`config.mk`:
```
export PLATFORM = sky130hd
export DESIGN_NAME = lifo_stack_indexed_erase_top_flat
export DESIGN_NICKNAME = d
export VERILOG_FILES = /design/src/sv/lsie_pkg.sv /design/src/sv/lsie_if.sv /design/src/sv/lsie_ram.sv /design/src/sv/lsie_ctrl.sv /design/src/sv/lifo_stack_indexed_erase_top.sv /design/src/flat_wrapper.sv
export VERILOG_INCLUDE_DIRS = /design/src /design/src/sv
export SDC_FILE = /design/constraint.sdc
export NUM_CORES = 1
export LEC_CHECK = 0
export BUFFER_PORTS_ARGS = -buffer_cell sky130_fd_sc_hd__clkbuf_2
export CAP_MARGIN = 0
export CORE_MARGIN = 4
export CORE_UTILIZATION = 56
export DETAILED_ROUTE_END_ITERATION = 8
export PLACE_DENSITY = 0.76
export SKIP_CTS_REPAIR_TIMING = 1
export SYNTH_ARGS = -nofsm -noshare
export SYNTH_HDL_FRONTEND = slang
export SYNTH_SLANG_ARGS = --single-unit
export TNS_END_PERCENT = 50
```
`constraint.sdc`:
```
create_clock -name clk -period 4.15 [get_ports clk]
set_input_delay 0.83 -clock clk [delete_from_list [all_inputs] [get_ports clk]]
set_output_delay 0.83 -clock clk [all_outputs]
set_load 0.02 [all_outputs]
```
`src/sv/lifo_stack_indexed_erase_top_defines.svh`:
```
// ----------------------------------------------------------------------------
// LIFO stack assertion macros
// Concurrent assertion wrappers for the stack design. Defining NO_ASSERTIONS
// turns every use into nothing.
// ----------------------------------------------------------------------------
`ifndef LIFO_STACK_INDEXED_ERASE_TOP_DEFINES_SVH
`define LIFO_STACK_INDEXED_ERASE_TOP_DEFINES_SVH
`ifndef NO_ASSERTIONS
// Same-cycle implication, checked out of reset only.
`define LSIE_ASSERT_IMPL(lbl, ante, cons, msg) \
  lbl: assert property (@(posedge clk) disable iff (!rst_n) (ante) |-> (cons)) \
    else $error(msg);
// Next-cycle implication, checked out of reset only.
`define LSIE_ASSERT_NEXT(lbl, ante, cons, msg) \
  lbl: assert property (@(posedge clk) disable iff (!rst_n) (ante) |=> (cons)) \
    else $error(msg);
`else
`define LSIE_ASSERT_IMPL(lbl, ante, cons, msg)
`define LSIE_ASSERT_NEXT(lbl, ante, cons, msg)
`endif
`endif

```
`src/sv/lsie_pkg.sv`:
```
`timescale 1ns / 1ps
// ----------------------------------------------------------------------------
// LIFO stack package
// Sizes, codes and shared types of the indexed-erase stack.
// ----------------------------------------------------------------------------
package lsie_pkg;

  localparam int DEPTH       = 16;
  localparam int DATA_W      = 32;
  localparam int ADDR_W      = $clog2(DEPTH);
  localparam int CNT_W       = $clog2(DEPTH + 1);
  localparam int OP_W        = 2;
  localparam int DIDX_W      = 4;
  localparam int COUNT_OUT_W = 5;
  localparam int STATUS_W    = 2;

  typedef enum logic [OP_W-1:0] {
    OP_PUSH  = 2'd0,
    OP_POP   = 2'd1,
    OP_READ  = 2'd2,
    OP_ERASE = 2'd3
  } opcode_t;

  typedef enum logic [STATUS_W-1:0] {
    ST_OK    = 2'd0,
    ST_EMPTY = 2'd1,
    ST_FULL  = 2'd2
  } status_t;

  typedef enum logic [2:0] {
    S_IDLE,
    S_EXEC,
    S_SHIFT_RD,
    S_SHIFT_WR,
    S_FETCH,
    S_RESULT
  } seq_state_t;

  typedef struct packed {
    logic [OP_W-1:0]   opcode;
    logic [DATA_W-1:0] push_value;
    logic [DIDX_W-1:0] depth_index;
  } item_t;

  typedef struct packed {
    logic [DATA_W-1:0]      data_out;
    logic [COUNT_OUT_W-1:0] entry_count;
    logic                   is_empty;
    logic [STATUS_W-1:0]    status;
  } result_t;

endpackage

```
`src/sv/lsie_if.sv`:
```
`timescale 1ns / 1ps
// ----------------------------------------------------------------------------
// LIFO stack channel interfaces
// Valid/ready channels for the operation beats and the result beats.
// ----------------------------------------------------------------------------
interface lsie_in_if;
  import lsie_pkg::*;

  logic              valid;
  logic              ready;
  logic [OP_W-1:0]   opcode;
  logic [DATA_W-1:0] push_value;
  logic [DIDX_W-1:0] depth_index;

  modport source (output valid, output opcode, output push_value, output depth_index,
                  input ready);
  modport sink   (input valid, input opcode, input push_value, input depth_index,
                  output ready);
endinterface

interface lsie_out_if;
  import lsie_pkg::*;

  logic                   valid;
  logic                   ready;
  logic [DATA_W-1:0]      data_out;
  logic [COUNT_OUT_W-1:0] entry_count;
  logic                   is_empty;
  logic [STATUS_W-1:0]    status;

  modport source (output valid, output data_out, output entry_count, output is_empty,
                  output status, input ready);
  modport sink   (input valid, input data_out, input entry_count, input is_empty,
                  input status, output ready);
endinterface

```
`src/sv/lsie_ram.sv`:
```
`timescale 1ns / 1ps
// ----------------------------------------------------------------------------
// LIFO stack entry RAM
// Simple dual-port RAM: one write port, one read port with registered data.
// ----------------------------------------------------------------------------
module lsie_ram #(
  parameter int WIDTH   = 32,
  parameter int DEPTH_P = 16
) (
  input  logic                       clk,
  input  logic                       wr_en,
  input  logic [$clog2(DEPTH_P)-1:0] wr_addr,
  input  logic [WIDTH-1:0]           wr_data,
  input  logic                       rd_en,
  input  logic [$clog2(DEPTH_P)-1:0] rd_addr,
  output logic [WIDTH-1:0]           rd_data
);

  logic [WIDTH-1:0] mem_r [DEPTH_P];
  logic [WIDTH-1:0] rd_data_r;

  always_ff @(posedge clk) begin
    if (wr_en) begin
      mem_r[wr_addr] <= wr_data;
    end
  end

  always_ff @(posedge clk) begin
    if (rd_en) begin
      rd_data_r <= mem_r[rd_addr];
    end
  end

  assign rd_data = rd_data_r;

endmodule

```
`src/sv/lsie_ctrl.sv`:
```
`timescale 1ns / 1ps
// ----------------------------------------------------------------------------
// LIFO stack sequencer
// Runs one operation at a time against the entry RAM; erase closes the gap
// by moving one entry per read/write pair through the single RAM port pair.
// ----------------------------------------------------------------------------
`include "lifo_stack_indexed_erase_top_defines.svh"

module lsie_ctrl (
  input  logic             clk,
  input  logic             rst_n,
  input  logic             in_valid,
  output logic             in_ready,
  input  lsie_pkg::item_t  in_item,
  output logic             res_valid,
  input  logic             res_ready,
  output lsie_pkg::result_t res
);
  import lsie_pkg::*;

  seq_state_t        state_r, state_nxt;
  opcode_t           op_r, op_nxt;
  logic [DATA_W-1:0] val_r, val_nxt;
  logic [DIDX_W-1:0] dep_r, dep_nxt;
  logic [CNT_W-1:0]  count_r, count_nxt;
  logic [ADDR_W-1:0] idx_r, idx_nxt;
  status_t           status_r, status_nxt;
  logic              zero_r, zero_nxt;

  logic              wr_en;
  logic [ADDR_W-1:0] wr_addr;
  logic [DATA_W-1:0] wr_data;
  logic              rd_en;
  logic [ADDR_W-1:0] rd_addr;
  logic [DATA_W-1:0] rd_data;

  logic              is_full;
  logic              is_zero;
  logic [ADDR_W-1:0] slot;
  logic [ADDR_W-1:0] top_addr;

  lsie_ram #(
    .WIDTH   (DATA_W),
    .DEPTH_P (DEPTH)
  ) u_ram (
    .clk     (clk),
    .wr_en   (wr_en),
    .wr_addr (wr_addr),
    .wr_data (wr_data),
    .rd_en   (rd_en),
    .rd_addr (rd_addr),
    .rd_data (rd_data)
  );

  assign is_full  = (count_r == CNT_W'(DEPTH));
  assign is_zero  = (count_r == '0);
  assign top_addr = ADDR_W'(count_r - CNT_W'(1));

  // A depth at or past the count lands on the bottom entry.
  always_comb begin
    if (32'(dep_r) >= 32'(count_r)) begin
      slot = '0;
    end else begin
      slot = ADDR_W'(count_r - CNT_W'(1) - CNT_W'(dep_r));
    end
  end

  always_ff @(posedge clk) begin
    if (!rst_n) begin
      state_r <= S_IDLE;
      count_r <= '0;
    end else begin
      state_r <= state_nxt;
      count_r <= count_nxt;
    end
  end

  always_ff @(posedge clk) begin
    op_r     <= op_nxt;
    val_r    <= val_nxt;
    dep_r    <= dep_nxt;
    idx_r    <= idx_nxt;
    status_r <= status_nxt;
    zero_r   <= zero_nxt;
  end

  always_comb begin
    state_nxt  = state_r;
    op_nxt     = op_r;
    val_nxt    = val_r;
    dep_nxt    = dep_r;
    count_nxt  = count_r;
    idx_nxt    = idx_r;
    status_nxt = status_r;
    zero_nxt   = zero_r;
    wr_en      = 1'b0;
    wr_addr    = idx_r;
    wr_data    = val_r;
    rd_en      = 1'b0;
    rd_addr    = idx_r;
    in_ready   = 1'b0;
    res_valid  = 1'b0;

    unique case (state_r)
      S_IDLE: begin
        in_ready = 1'b1;
        if (in_valid) begin
          op_nxt     = opcode_t'(in_item.opcode);
          val_nxt    = in_item.push_value;
          dep_nxt    = in_item.depth_index;
          status_nxt = ST_OK;
          state_nxt  = S_EXEC;
        end
      end
      S_EXEC: begin
        state_nxt = S_FETCH;
        unique case (op_r)
          OP_PUSH: begin
            if (is_full) begin
              status_nxt = ST_FULL;
            end else begin
              wr_en     = 1'b1;
              wr_addr   = ADDR_W'(count_r);
              wr_data   = val_r;
              count_nxt = count_r + CNT_W'(1);
            end
          end
          OP_POP: begin
            if (!is_zero) begin
              count_nxt = count_r - CNT_W'(1);
            end
          end
          OP_READ: begin
            idx_nxt = slot;
            if (is_zero) begin
              status_nxt = ST_EMPTY;
            end
          end
          OP_ERASE: begin
            idx_nxt = slot;
            if (is_zero) begin
              status_nxt = ST_EMPTY;
            end else begin
              state_nxt = S_SHIFT_RD;
            end
          end
          default: begin
            state_nxt = S_FETCH;
          end
        endcase
      end
      S_SHIFT_RD: begin
        // Entries above the erased slot move down one place each.
        if ((CNT_W'(idx_r) + CNT_W'(1)) < count_r) begin
          rd_en     = 1'b1;
          rd_addr   = idx_r + ADDR_W'(1);
          state_nxt = S_SHIFT_WR;
        end else begin
          count_nxt = count_r - CNT_W'(1);
          state_nxt = S_FETCH;
        end
      end
      S_SHIFT_WR: begin
        wr_en     = 1'b1;
        wr_addr   = idx_r;
        wr_data   = rd_data;
        idx_nxt   = idx_r + ADDR_W'(1);
        state_nxt = S_SHIFT_RD;
      end
      S_FETCH: begin
        // Read returns the addressed entry; every other operation the new top.
        rd_en = 1'b1;
        if (op_r == OP_READ) begin
          rd_addr  = idx_r;
          zero_nxt = (status_r == ST_EMPTY);
        end else begin
          rd_addr  = top_addr;
          zero_nxt = is_zero;
        end
        state_nxt = S_RESULT;
      end
      S_RESULT: begin
        res_valid = 1'b1;
        if (res_ready) begin
          state_nxt = S_IDLE;
        end
      end
      default: begin
        state_nxt = S_IDLE;
      end
    endcase
  end

  assign res.data_out    = zero_r ? '0 : rd_data;
  assign res.entry_count = COUNT_OUT_W'(count_r);
  assign res.is_empty    = is_zero;
  assign res.status      = status_r;

  `LSIE_ASSERT_IMPL(a_count_bound, 1'b1, count_r <= CNT_W'(DEPTH), "count exceeds depth")
  `LSIE_ASSERT_IMPL(a_shift_in_range, state_r == S_SHIFT_WR, (CNT_W'(idx_r) + CNT_W'(1)) < count_r, "shift past top")
  `LSIE_ASSERT_IMPL(a_full_refusal, res_valid && res.status == ST_FULL, is_full && op_r == OP_PUSH, "full status without full push")
  `LSIE_ASSERT_NEXT(a_count_hold, state_r == S_IDLE || state_r == S_RESULT, $stable(count_r), "count moved while waiting")

endmodule

```
`src/sv/lifo_stack_indexed_erase_top.sv`:
```
`timescale 1ns / 1ps
// Push, pop and read pass through the exec, fetch and result states of the sequencer; no new
// input beat is taken until the result is handed to the output register. The result beat
// is offered from that register. Erase adds the shift states, one read and one write for each
// entry above the erased one, set by the single read and single write port of the entry RAM.
// The next beat is taken while a finished result waits in the output register.
// Reset clears the count and the output valid; entry storage is not cleared.
// ----------------------------------------------------------------------------
// LIFO stack with indexed erase, top level
// Operation sequencer plus an output register toward the result channel.
// ----------------------------------------------------------------------------
module lifo_stack_indexed_erase_top (
  input  logic       clk,
  input  logic       rst_n,
  lsie_in_if.sink    in_ch,
  lsie_out_if.source out_ch
);
  import lsie_pkg::*;

  item_t   item;
  result_t res;
  logic    res_valid;
  logic    res_ready;

  logic    out_valid_r, out_valid_nxt;
  result_t out_res_r, out_res_nxt;

  assign item.opcode      = in_ch.opcode;
  assign item.push_value  = in_ch.push_value;
  assign item.depth_index = in_ch.depth_index;

  lsie_ctrl u_ctrl (
    .clk       (clk),
    .rst_n     (rst_n),
    .in_valid  (in_ch.valid),
    .in_ready  (in_ch.ready),
    .in_item   (item),
    .res_valid (res_valid),
    .res_ready (res_ready),
    .res       (res)
  );

  // The register takes a new result when empty or when its beat leaves now.
  assign res_ready = !out_valid_r || out_ch.ready;

  always_comb begin
    out_valid_nxt = out_valid_r;
    out_res_nxt   = out_res_r;
    if (out_valid_r && out_ch.ready) begin
      out_valid_nxt = 1'b0;
    end
    if (res_valid && res_ready) begin
      out_valid_nxt = 1'b1;
      out_res_nxt   = res;
    end
  end

  always_ff @(posedge clk) begin
    if (!rst_n) begin
      out_valid_r <= 1'b0;
    end else begin
      out_valid_r <= out_valid_nxt;
    end
  end

  always_ff @(posedge clk) begin
    out_res_r <= out_res_nxt;
  end

  assign out_ch.valid       = out_valid_r;
  assign out_ch.data_out    = out_res_r.data_out;
  assign out_ch.entry_count = out_res_r.entry_count;
  assign out_ch.is_empty    = out_res_r.is_empty;
  assign out_ch.status      = out_res_r.status;

endmodule
```
`src/flat_wrapper.sv`:
```
// flat-port wrapper written by rule: the top's interface ports become plain ports
module lifo_stack_indexed_erase_top_flat import lsie_pkg::*;
  (clk, rst_n, in_ch_valid, in_ch_opcode, in_ch_push_value, in_ch_depth_index, in_ch_ready, out_ch_valid, out_ch_data_out, out_ch_entry_count, out_ch_is_empty, out_ch_status, out_ch_ready);
  lsie_in_if in_ch_i ();
  lsie_out_if out_ch_i ();
  input  logic clk;
  input  logic rst_n;
  input wire logic [$bits(in_ch_i.valid)-1:0] in_ch_valid;
  input wire logic [$bits(in_ch_i.opcode)-1:0] in_ch_opcode;
  input wire logic [$bits(in_ch_i.push_value)-1:0] in_ch_push_value;
  input wire logic [$bits(in_ch_i.depth_index)-1:0] in_ch_depth_index;
  output wire logic [$bits(in_ch_i.ready)-1:0] in_ch_ready;
  output wire logic [$bits(out_ch_i.valid)-1:0] out_ch_valid;
  output wire logic [$bits(out_ch_i.data_out)-1:0] out_ch_data_out;
  output wire logic [$bits(out_ch_i.entry_count)-1:0] out_ch_entry_count;
  output wire logic [$bits(out_ch_i.is_empty)-1:0] out_ch_is_empty;
  output wire logic [$bits(out_ch_i.status)-1:0] out_ch_status;
  input wire logic [$bits(out_ch_i.ready)-1:0] out_ch_ready;
  assign in_ch_i.valid = in_ch_valid;
  assign in_ch_i.opcode = in_ch_opcode;
  assign in_ch_i.push_value = in_ch_push_value;
  assign in_ch_i.depth_index = in_ch_depth_index;
  assign in_ch_ready = in_ch_i.ready;
  assign out_ch_valid = out_ch_i.valid;
  assign out_ch_data_out = out_ch_i.data_out;
  assign out_ch_entry_count = out_ch_i.entry_count;
  assign out_ch_is_empty = out_ch_i.is_empty;
  assign out_ch_status = out_ch_i.status;
  assign out_ch_i.ready = out_ch_ready;
  lifo_stack_indexed_erase_top u_core (.clk(clk), .rst_n(rst_n), .in_ch(in_ch_i), .out_ch(out_ch_i));
endmodule
```
==> impl_metrics.toml <==
[final_layout]
fillers = 3006
final_cell_mix = "edfxtp_1, nand2_1, nand3_1"
finalNetCount = 1963
antenna_cells = 0
drive_gt1_share_pct = 15.5
areaGrowthSynthToFinish_pct = 14.5
final_common_cell = "edfxtp_1"

[die]
die_y_um = 221
initial_utilization_pct = 57.1
fp.dieW_um = 221
row_count = 77
core_um2 = 44500
ios = 84
die_area_um2 = 48800

[synthesis]
synth_nets = 1863
seq_area_frac_synth_pct = 75.1
synthCells = 1805
synth_seq_cells = 638
netlist_area_um2 = 25400
async_flop_share_pct = 0
synth_edf_count = 629
synthFlopType = "edfxtp_1"
yosysWarnings = 0
syn_avg_cell_area_um2 = 14.1
ys_types = 51

[clock_tree]
cts.clk_slew.worst_paths_ns = 0.06
cts_inserted_buffers = 60
clock_latency_ns = 0.62
clockRootBuffer = "clkbuf_16"
htreeDepth = 2
cts_tree = "yes"
numClockSinks = 638
clock_path_buffers = 3

[power]
pwr_density_cell_nw_per_um2 = 510
leakage_nw = 10.1
ir_drop_mv = 0.381

[sta]
hold_viol = 0
min_period_over_period_pct = 95.1
setup_ws_ns = 0.204
finalMaxSlewViolations = 0
rsz0062_at_grt = "false"
max-slew-margin-rel_pct = 19.6
clock_skew_ns = 0.00814
min_period_ns = 3.95
tightest_slew_ns = 1.20
finalSetupTns_ns = 0
setup_viol_count_final = 0
max_freq_mhz = 253

[critical_path]
critPathBufInv = 3
crit_path_end_kind = "flop"
rrSetupSlack_ns = 0.20
crit_family = "compound AO/OA/AOI/OAI gates"
critPathKind = "flop to flop"
crit_arrival_ns = 4.30
critPathLaunchType = "flop"
slowest_delay_ns = 0.48
cp.required_ns = 4.50
cp_slowest_cell = "edfxtp_1"
critPathMaxFanout = 33
cp_cell_sequence = "ha_1, nor2b_1, nand2b_1, ha_1, a21o_1, a311oi_2, o21bai_2, buf_4, a311o_2, buf_12, buf_12, nand2_1, nand3_1, a32oi_1, nand3_1"

[global_route]
track_usage_pct = 23.7
grt_start_max_net_pins = 61
antenna_found_initial = 0
overflow = 0
grt_pass1_wl_um = 90000
grt_pass1_vias = 15300

[place]
post-place-ws_ns = 0.220
dp_hpwl_um = 31400
portBuffers = 83
gp_congestion = 0.876

[routing]
routedWlPerCell_um = 23.4
drc = 0
ant_nets = 0
routed_wl_um = 59600
drt_iter0_markers = 2043
dr.pass1.iters = 6
drt-vias-per-instance = 6.12
via_count = 15600

[job]
maxCapViolCount = 0

[status]
status = "complete, no violations"

[hold_path]
hp-class = "input port to flop"
-- stage by stage --
stage | instances | utilization, % | hold WS [ns] | power, W | area, µm²
6_report | 2543 | 65.3 | 0.383 | 0.0148 | 29100
5_1_grt | 2543 | 65.3 | 0.371 | 0.0153 | 29100
4_1_cts | 2543 | 65.3 | 0.354 | 0.0149 | 29100
3_5_place_dp | 2435 | 60.7 | 0.432 | 0.00930 | 27000
3_3_place_gp | 2435 | 60.7 | 0.427 | 0.00924 | 27000
2_1_floorplan | 1805 | - | 0.406 | 0.00868 | 25400
-- cells by family (layout without fill, tap and decap cells) --
group           Yosys count  after routing  share of synthesized area, %
simple gates            769            769                          13.3
flops                   638            638                          75.1
mux                      68             68                          2.84
fa+ha+maj                16             16                         0.818
xor+xnor                 10             10                         0.345
compound gates          178            178                          5.23
buf+inv                 126            272                          2.40
-- worst paths after layout --
check                                               start                              end  cells after the start
worst min-delay path                 in_ch_push_value[28]          u_core.u_ctrl.val_r[28]                      1
worst min register to register  u_core.u_ctrl.status_r[0]          u_core.out_ch.status[0]                      0
worst max-delay path               u_core.u_ctrl.idx_r[1]  u_core.u_ctrl.u_ram.rd_data[20]                     15
worst max register to register     u_core.u_ctrl.idx_r[1]  u_core.u_ctrl.u_ram.rd_data[20]                     15
-- metal layers --
metal / wire [µm] / part of all wire (%) / track usage (%) / vias to the layer above
met3: 5760 / 9.7 / 4.29 / 140
met1: 22800 / 38 / 31.4 / 7651
li1: - / - / - / 6925
met5: 0 / 0 / 0 / -
met2: 29300 / 49 / 39.9 / 843
met4: 1790 / 3.0 / 8.36 / 0
-- registers in the layout (all words and copies together), names as in the netlist --
register	flops
u_core.u_ctrl.u_ram.mem_r	512
u_core.out_ch.data_out	32
u_core.u_ctrl.u_ram.rd_data	32
u_core.u_ctrl.val_r	32
u_core.out_ch.entry_count	5
u_core.u_ctrl.count_r	5
u_core.u_ctrl.dep_r	4
u_core.u_ctrl.idx_r	4
u_core.u_ctrl.state_r	3
u_core.out_ch.status	2
u_core.u_ctrl.op_r	2
u_core.u_ctrl.status_r	2
u_core.out_ch.is_empty	1
u_core.out_ch.valid	1
u_core.u_ctrl.zero_r	1
-- synth_stat cells (all sizes together) (33+ instances only) --
cell	instances	area share, %
edfxtp	629	74
nand2	429	6.3
nand3	231	4.6
buf	65	1.5
clkbuf	45	0.67
a21oi	41	0.81
nor2b	41	1.0
a31oi	36	0.89
mux2i	35	1.4
mux2	33	1.5
nor2	33	0.49
-- where the power goes --
group          internal (W)  switching (W)
registers           0.00731      0.0000721
clock network       0.00332        0.00231
logic              0.000611        0.00120
-- final cells by class --
| type | count | area, µm² | share of cell area, % |
|---|---|---|---|
| Timing Repair Buffer | 148 | 1270 | 4.38 |
| Multi-Input combinational cell | 1041 | 5900 | 20.3 |
| Sequential cell | 638 | 19100 | 65.6 |
| Clock buffer | 67 | 1570 | 5.40 |
| Clock inverter | 41 | 463 | 1.59 |
| Inverter | 16 | 60.1 | 0.207 |
| Tap cell | 592 | 741 | 2.55 |
(Power assumes the default switching activity.)
